## config.mk

```make
export PLATFORM = sky130hd
export DESIGN_NAME = bsab_lane
export DESIGN_NICKNAME = d
export VERILOG_FILES = /design/src/hdl/bsab_pkg.sv /design/src/hdl/bsab_lane.sv
export SDC_FILE = /design/constraint.sdc
export NUM_CORES = 1
export LEC_CHECK = 0
export ABC_AREA = 1
export BUFFER_PORTS_ARGS = -buffer_cell sky130_fd_sc_hd__buf_2
export CORE_ASPECT_RATIO = 0.5
export CORE_MARGIN = 3
export CORE_UTILIZATION = 59
export CTS_CLUSTER_SIZE = 8
export DETAILED_ROUTE_END_ITERATION = 8
export PLACE_DENSITY_LB_ADDON = 0.25
export SYNTH_ARGS = -nofsm -noshare
export SYNTH_HDL_FRONTEND = slang
export SYNTH_SLANG_ARGS = --single-unit
```

## constraint.sdc

```tcl
create_clock -name aclk -period 8.85 [get_ports aclk]
set_clock_uncertainty 0.15 [all_clocks]
set_input_delay 0.4425 -clock aclk [delete_from_list [all_inputs] [get_ports aclk]]
set_output_delay 0.4425 -clock aclk [all_outputs]
set_load 0.01 [all_outputs]
```

## src/hdl/bsab_pkg.sv

```systemverilog
// ----------------------------------------------------------------------------
// bsab_pkg
// Shared types, constants and the channel mix function of the bilinear
// sample and alpha blend unit.
// ----------------------------------------------------------------------------
`default_nettype none

package bsab_pkg;

    localparam int BLUR_TEXELS = 4096;
    localparam int ADDR_W      = $clog2(BLUR_TEXELS);
    localparam int CHANNELS    = 4;
    localparam int CHAN_W      = 16;
    localparam int PIX_W       = CHANNELS * CHAN_W;
    localparam int FRAC_W      = 16;
    localparam int COORD_W     = 32;

    localparam int CFG_IDX_W   = 3;
    localparam int CFG_DATA_W  = 24;

    localparam logic [CFG_IDX_W-1:0] REG_PITCH   = 3'd0;
    localparam logic [CFG_IDX_W-1:0] REG_START_U = 3'd1;
    localparam logic [CFG_IDX_W-1:0] REG_START_V = 3'd2;
    localparam logic [CFG_IDX_W-1:0] REG_STEP_U  = 3'd3;
    localparam logic [CFG_IDX_W-1:0] REG_STEP_V  = 3'd4;

    localparam logic CMD_TEXEL = 1'b0;
    localparam logic CMD_PIXEL = 1'b1;

    localparam logic [CHAN_W-1:0] CHAN_MAX = 16'hFFFF;

    typedef logic [CHAN_W-1:0] chan_t;
    typedef logic [PIX_W-1:0]  pixel_t;

    typedef enum logic [2:0] {
        OP_NONE,
        OP_LOAD,
        OP_TOP,
        OP_BOT,
        OP_VMIX,
        OP_BLEND
    } lane_op_t;

    typedef struct packed {
        lane_op_t op;
        chan_t    weight;
    } lane_ctl_t;

    // (a*(65535-f) + b*f + 65535) >> 16, rewritten with one product
    function automatic chan_t mix16(input chan_t a, input chan_t b, input chan_t f);
        logic signed [CHAN_W:0]       diff;
        logic signed [2*CHAN_W+1:0]   prod;
        logic signed [2*CHAN_W+1:0]   sum;
        diff = $signed({1'b0, b}) - $signed({1'b0, a});
        prod = diff * $signed({1'b0, f});
        sum  = $signed({2'b00, a, 16'h0000}) + prod
             + $signed({18'h00000, CHAN_MAX - a});
        return sum[2*CHAN_W-1:CHAN_W];
    endfunction

endpackage

`default_nettype wire

```

## src/hdl/bsab_lane.sv

```systemverilog
// ----------------------------------------------------------------------------
// bsab_lane
// One channel lane: a shared mix unit stepping through horizontal, vertical
// and blend passes for its channel.
// ----------------------------------------------------------------------------
`default_nettype none

module bsab_lane (
    input  wire logic                aclk,
    input  wire bsab_pkg::lane_ctl_t ctl,
    input  wire bsab_pkg::chan_t     rd_chan,
    input  wire bsab_pkg::chan_t     dest_chan,
    output bsab_pkg::chan_t          result
);

    bsab_pkg::chan_t hold_reg;
    bsab_pkg::chan_t top_reg;
    bsab_pkg::chan_t bot_reg;
    bsab_pkg::chan_t res_reg;
    bsab_pkg::chan_t mix_a;
    bsab_pkg::chan_t mix_b;
    bsab_pkg::chan_t mix_out;

    always_comb begin
        unique case (ctl.op)
            bsab_pkg::OP_VMIX: begin
                mix_a = top_reg;
                mix_b = bot_reg;
            end
            bsab_pkg::OP_BLEND: begin
                mix_a = dest_chan;
                mix_b = top_reg;
            end
            default: begin
                mix_a = hold_reg;
                mix_b = rd_chan;
            end
        endcase
        mix_out = bsab_pkg::mix16(mix_a, mix_b, ctl.weight);
    end

    always_ff @(posedge aclk) begin
        unique case (ctl.op)
            bsab_pkg::OP_LOAD:  hold_reg <= rd_chan;
            bsab_pkg::OP_TOP:   top_reg  <= mix_out;
            bsab_pkg::OP_BOT:   bot_reg  <= mix_out;
            bsab_pkg::OP_VMIX:  top_reg  <= mix_out;
            bsab_pkg::OP_BLEND: res_reg  <= mix_out;
            default: begin
            end
        endcase
    end

    assign result = res_reg;

endmodule

`default_nettype wire

```

; ---- After elaboration in Yosys (flattened, before gate mapping)
; Cells that the tools add are included.
[classes]
addsub = 4
mul = 1
n_eq_ne = 5
n_mux = 2
reduce_logical = 1
[op_table]
columns = op, count
row1 = $pmux 16 s2, 2
row2 = $add 32x17->32, 1
row3 = $add 32x32->32, 1
row4 = $mul 17x17->32, 1
row5 = $sub 16x16->17, 1
row6 = $sub 16x16->16 const A, 1
row7 = $eq 3x2->1 const B, 2
row8 = $eq 3x3->1 const B, 2
row9 = $eq 3x1->1 const B, 1
row10 = $reduce_or 2->1, 1
[word_totals]
register_bits = 64
inputBits = 52
output_inout_bits = 16
elab_cells = 17

; ---- Longest topological paths before layout
; Gate-level depths: netlist of the first run.
[logic_depth]
depth_word = 6
ltp_mapped = 47
ltp_nobuf = 44

; ---- Worst setup path after synthesis of the first run
; No wires, ideal clock.
[synth_timing]
path_kind = input to register
start = input ctl[18] (netlist bit)
end = register bot_reg[15], data pin
setup_time_ps = 261
t_arrival_ps = 8208
required_ps = 8439
slack_ps = 231
path_stages = 35
path_buffers = 3
path_cell_list = buf_4 > nand3_4 > inv_4 > clkbuf_1 > nand2_1 > o211ai_1 > inv_1 > ha_1 > nand2_1 > o21a_1 > nor2_1 > a2111oi_0 > nand2_1 > buf_2 > nor2_1 > inv_1 > fa_1 > fa_1 > inv_1 > ha_1 > a21o_1 > fa_1 > fa_1 > inv_1 > fa_1 > inv_1 > ha_1 > a21oi_1 > o21ai_0 > a221oi_1 > o21ai_0 > a31oi_1 > inv_1 > nand2_1 > nand2_1
[synth_via]
elab_chain_len = 6
word_cells_on_any_way = 9
classes_between = 4 x add/sub / 1 x mul / 2 x eq/ne / 2 x mux
[synth_lines]
columns = item, line_no
row1 = "start, declared", bsab_lane.sv:10  ; input wire bsab_pkg::lane_ctl_t ctl,
row2 = $eq 3x3->1, bsab_lane.sv:25  ; unique case (ctl.op)
row3 = $pmux 16 s2, bsab_lane.sv:25
row4 = $sub 16x16->17, bsab_pkg.sv:54  ; diff = $signed({1'b0, b}) - $signed({1'b0, a});
row5 = $mul 17x17->32, bsab_pkg.sv:55  ; prod = diff * $signed({1'b0, f});
row6 = $add 32x32->32, bsab_pkg.sv:56  ; sum = $signed({2'b00, a, 16'h0000}) + prod
row7 = $add 32x17->32 (*), bsab_pkg.sv:57  ; + $signed({18'h00000, CHAN_MAX - a});
row8 = named net mix_out[15], bsab_lane.sv:22  ; bsab_pkg::chan_t mix_out;
row9 = "end signal, assigned", bsab_lane.sv:46  ; bsab_pkg::OP_BOT: bot_reg <= mix_out;
row10 = "end, declared", bsab_lane.sv:18  ; bsab_pkg::chan_t bot_reg;
; The timed path passes the listed nets; every way through them passes the cells marked *.
; A chain may end at the register's enable or synchronous reset.

; ---- Worst setup path after layout of the first run
[layout_timing]
start = input ctl[17] (netlist bit)
end = register res_reg[10], in the netlist result[10], data pin
[layout_via]
elab_chain_len = 6
word_cells_on_any_way = 9
classes_between = 4 x add/sub / 1 x mul / 2 x eq/ne / 2 x mux
[layout_lines]
columns = item, line_no
row1 = $eq 3x3->1, bsab_lane.sv:25
row2 = $pmux 16 s2, bsab_lane.sv:25
row3 = $sub 16x16->17, bsab_pkg.sv:54
row4 = $mul 17x17->32, bsab_pkg.sv:55
row5 = $add 32x32->32, bsab_pkg.sv:56
row6 = $add 32x17->32 (*), bsab_pkg.sv:57
row7 = named net mix_out[10], bsab_lane.sv:22
row8 = "end signal, assigned", bsab_lane.sv:48  ; bsab_pkg::OP_BLEND: res_reg <= mix_out;
row9 = "end, declared", bsab_lane.sv:19  ; bsab_pkg::chan_t res_reg;
; Marks and branches as above.

==> results.tsv, run 1 <==
metric	value	unit
synth_cell_types	53	
core-area	24600	µm²
crit_family	adder cells	
placedInstanceArea	16200	µm²
synth_nets	2218	
wl_per_cell	19.7	µm
drv_slew	0	
ys_ff_latch	64	
grt_pass1_wl	69500	µm
grt_usage	33.5	%
endpoint_kind	flop	
nFillCells	2047	
max_cap_viol_count	0	
slowest_stage	fa_1	
via_per_inst	5.42	
min_period	8.52	ns
fmax	0.117	GHz
start_kind	primary input	
insertedDiodeCount	0	
die-height	119	µm
relSlewSlack	49.0	%
syn-instance-count	1765	
place_congestion	1.01	
finalCritPeriodShare	96.2	%
worst-path-buf-inv	9	
antenna_found_initial	0	
fin_area	16600	µm²
drt_pass1_iterations	5	
vias	12100	
drtIter0Drc	1167	
drc_errors	0	
io_buffers	67	
die_x	232	µm
tightest_slew	0.763	ns
cp.arrival	8.48	ns
syn2layout_area_growth	10.2	%
slowest_delay	0.55	ns
totalWireLength	43900	µm
synth_edf_count	64	
antenna_left	0	
worst-setup-path-type	primary input to flop	
cts_made_buffers	9	
cp.required	8.81	ns
worst_hold_slack	0.156	ns
dieArea	27600	µm²
layout-drive-gt1-share	13.4	%
critPathMostFrequentCell	fa_1	
r2r_setup_slack	0.55	ns
insertion_delay	0.33	ns
ys_warn_count	0	
report.final.setup_viol	0	
cts_tree	done	
hold_viol	0	
num_rows	40	
synth-seq-area-share	12.7	%
rsz0062_at_grt	no	
outcome	finished, final reports clean	
r2r_start	top_reg[0]	
netlist_area	15100	µm²
min_path_type	primary input to flop	
clockRootBuffer	clkbuf_16	
crit_start	ctl[17]	
ios	68	
initial_core_util	61.4	%
grt_overflow	0	
avgSynthCellArea	8.55	µm²
hp-start	rd_chan[2]	
cts.sinks	64	
htreeDepth	3	
nNetsFinal	2340	
synthFlopType	edfxtp_1	
crit_fanout	15	
grt_max_degree	19	
synthArstFlopShare	0	%
clk_path_buf_depth	2	
hpwl	38600	µm
grt_pass1_vias	12400	
clk_pin_slew_worst_paths	0.06	ns
[metal layers]
metal	vias to the layer above	wire length, µm	GRT usage [%]	part of all wire, %
li1	5476	-	-	-
met5	-	0	0	0
met3	53	6850	13.4	16
met4	0	627	5.10	1.4
met1	5832	19700	51.8	45
met2	705	16700	44.6	38
[path summary, 6_finish.rpt]
| path | end | cells past startpoint |
|---|---|---|
| setup / recovery | result[10] | 38 |
| setup reg to reg | result[10] | 36 |
| hold / removal | hold_reg[2] | 1 |
| hold reg to reg | top_reg[15] | 10 |
[per-stage QoR]
| stage | TNS [ns] | std cells | setup slack, ns | util (%) |
|---|---|---|---|---|
| floorplan | 0 | 1765 | 0.231 | - |
| global placement | -0.502 | 2212 | -0.167 | 66.1 |
| detailed placement | -0.430 | 2212 | -0.143 | 66.1 |
| CTS | 0 | 2228 | 0.160 | 67.4 |
| global route | 0 | 2228 | 0.00324 | 67.6 |
| finish | 0 | 2228 | 0.334 | 67.6 |
[cells in the final DEF, fill, tap and decap left out, drive strengths merged, types with 4 or more instances in the layout]
| cell | netlist | layout |
|---|---|---|
| inv | 483 | 485 |
| fa | 300 | 300 |
| nand2 | 293 | 293 |
| nor2 | 221 | 221 |
| buf | 14 | 148 |
| ha | 101 | 101 |
| nand3 | 80 | 80 |
| edfxtp | 64 | 64 |
| a21oi | 39 | 39 |
| o21ai | 28 | 28 |
| xor2 | 20 | 20 |
| xnor2 | 15 | 15 |
| a21o | 13 | 13 |
| clkbuf | 24 | 10 |
| o211ai | 8 | 8 |
| clkinv | 5 | 8 |
| nand3b | 8 | 8 |
| nand4 | 8 | 8 |
| nor3 | 8 | 8 |
| a221oi | 8 | 8 |
| a31oi | 6 | 6 |
| o21bai | 4 | 4 |
[synthesized netlist by cell type (13+ instances only)]
library cell  number  share of area [%]
xor2_1            17               0.99
a21o_1            13               0.65
nand2_1          265                6.6
a21oi_1           39                1.3
nand3_1           74                2.5
o21ai_0           23               0.76
fa_1             300                 40
nor2_1           198                4.9
inv_1            474                 12
xnor2_1           13               0.75
clkbuf_1          24               0.60
nand2_2           23               0.95
edfxtp_1          64                 13
nor2_2            19               0.79
ha_1             101                8.4
[worst reg2reg max path: cells and delay by family, from the launching register on]
| kind | cells | cell delay, ns |
|---|---|---|
| adders and majority gates | 9 | 3.86 |
| and+or+nand+nor | 9 | 1.08 |
| buffers and inverters | 8 | 0.74 |
| xor gates and xnor gates | 2 | 0.50 |
| AOI/OAI and AO/OA | 8 | 1.37 |
| DFF | 1 | 0.36 |
[final cells by class]
cell class | instances | area [µm²] | share of cell area, %
clock buffer | 9 | 225 | 1.35
clock inverter | 7 | 93.8 | 0.565
inverter | 488 | 1840 | 11.0
multi-input combinational | 1175 | 11200 | 67.2
sequential | 64 | 1920 | 11.6
tap | 336 | 420 | 2.53
timing repair buffer | 149 | 953 | 5.74
[cells by family (layout without fill, tap and decap cells)]
family / count (synthesis) / count (layout) / share of synthesized area, %
buffers and inverters: 526 / 653 / 13.6
adders and majority gates: 401 / 401 / 48.2
AOI/OAI and AO/OA: 114 / 114 / 4.64
xor gates and xnor gates: 35 / 35 / 2.43
and+or+nand+nor: 625 / 625 / 18.4
DFF: 64 / 64 / 12.7
[timing repair]
action,4_1_cts,5_1_grt
hold buffers,0,0
endpoints found under the hold margin,0,0
gates resized for setup,0,13
buffers inserted,0,0
endpoints found under the setup margin,0,39
Power of run 1 is left out: the tool's default activity adds up to more than one toggle a clock period on the data nets, which glitch-free logic cannot reach.
==> run 2, diff against run 1 <==
--- a/config.mk
+++ b/config.mk
@@ -13,6 +13,7 @@
 export CTS_CLUSTER_SIZE = 8
 export DETAILED_ROUTE_END_ITERATION = 8
 export PLACE_DENSITY_LB_ADDON = 0.25
+export RECOVER_POWER = 25
 export SYNTH_ARGS = -nofsm -noshare
 export SYNTH_HDL_FRONTEND = slang
 export SYNTH_SLANG_ARGS = --single-unit
==> results.tsv, run 2 (same netlist as run 1, synthesis figures left out) <==
metric	value	unit
layout_common_cells	inv_1, fa_1, nand2_1	
outcome	finished, final reports clean	
dieArea	27600	µm²
syn2layout_area_growth	9.95	%
dr_wl_met2	16700	µm
ios	68	
rsz0062_at_grt	no	
drc_errors	0	
insertedDiodeCount	0	
wl_per_cell	19.7	µm
totalWireLength	43800	µm
cts.sinks	64	
die-height	119	µm
initial_core_util	61.4	%
cp.required	8.81	ns
die_x	232	µm
start_kind	primary input	
fmax	0.118	GHz
via_per_inst	5.43	
insertion_delay	0.33	ns
report.final.setup_viol	0	
htreeDepth	3	
tightest_slew	1.05	ns
ctsResizeCount	0	
fin_setup_tns	0	ns
setup_slack	0.351	ns
grt_max_degree	19	
crit_fanout	15	
grt_pass1_wl	69500	µm
nNetsFinal	2340	
hold_viol	0	
slowest_delay	0.55	ns
antenna_found_initial	0	
min_path_type	primary input to flop	
hpwl	38600	µm
clk_pin_slew_worst_paths	0.06	ns
io_buffers	67	
cts_hold_buf	0	
drv_slew	0	
min_period	8.50	ns
finalCritPeriodShare	96.0	%
cts_setup_buffers	0	
grt_overflow	0	
clk_path_buf_depth	2	
slowest_stage	fa_1	
cts_tree	done	
place_worst_setup_slack	-0.143	ns
grt_pass1_vias	12400	
top_layer	met4	
met3_length	6760	µm
core-area	24600	µm²
max_cap_viol_count	0	
antenna_left	0	
layout_commonest_cell	inv_1	
cp.arrival	8.46	ns
clockRootBuffer	clkbuf_16	
layout-drive-gt1-share	12.4	%
drt_pass1_iterations	5	
num_rows	40	
relSlewSlack	29.7	%
grt_usage	33.5	%
wl_met1	19800	µm
place_congestion	1.01	
endpoint_kind	flop	
critPathMostFrequentCell	fa_1	
vias	12100	
drtIter0Drc	1167	
worst-setup-path-type	primary input to flop	
cts_made_buffers	9	
run 2: cell types whose count changed in the layout (fill, tap and decap cells not counted):
cell,before,now
buf_4,82,79
buf_2,66,52
nor3_1,6,7
nor3_2,2,1
clkbuf_1,0,17
run 2: cell type report:
type,instances,area [µm²]
Timing Repair Buffer,149,925
Fill cell,2063,7980
Tap cell,336,420
Clock inverter,7,93.8
Multi-Input combinational cell,1175,11200
Inverter,488,1840
Sequential cell,64,1920
Clock buffer,9,225
run 2: path summary, 6_finish.rpt:
| check | start | endpoint | slack, ns | cells past startpoint |
|---|---|---|---|---|
| worst max-delay path | ctl[17] | result[10] | 0.35 | 38 |
| worst min-delay path | rd_chan[2] | hold_reg[2] | 0.15 | 1 |
| worst max register to register | top_reg[0] | result[10] | 0.55 | 36 |
| worst min register to register | hold_reg[15] | top_reg[15] | 1.25 | 10 |
run 2: routing by layer:
layer	GRT usage (%)	up-vias
met4	5.10	0
li1	-	5474
met3	13.4	56
met5	0	-
met2	44.6	697
met1	51.8	5870
run 2: through the flow:
| stage | instances | hold slack [ns] | util, % | instance area [µm²] |
|---|---|---|---|---|
| CTS | 2228 | 0.142 | 67.4 | 16600 |
| global route | 2228 | 0.144 | 67.5 | 16600 |
| finish | 2228 | 0.155 | 67.5 | 16600 |
| global placement | 2212 | 0.485 | 66.1 | 16200 |
| detailed placement | 2212 | 0.490 | 66.1 | 16200 |
| floorplan | 1765 | 0.391 | - | 15100 |
run 2: worst max-delay path: cells and delay by family:
| family | cells | cell delay, ns |
|---|---|---|
| buffers and inverters | 9 | 1.02 |
| and+or+nand+nor | 11 | 1.21 |
| xor gates and xnor gates | 2 | 0.56 |
| adders and majority gates | 9 | 4.08 |
| AOI/OAI and AO/OA | 7 | 1.13 |
Power of run 2 is left out for the same reason.
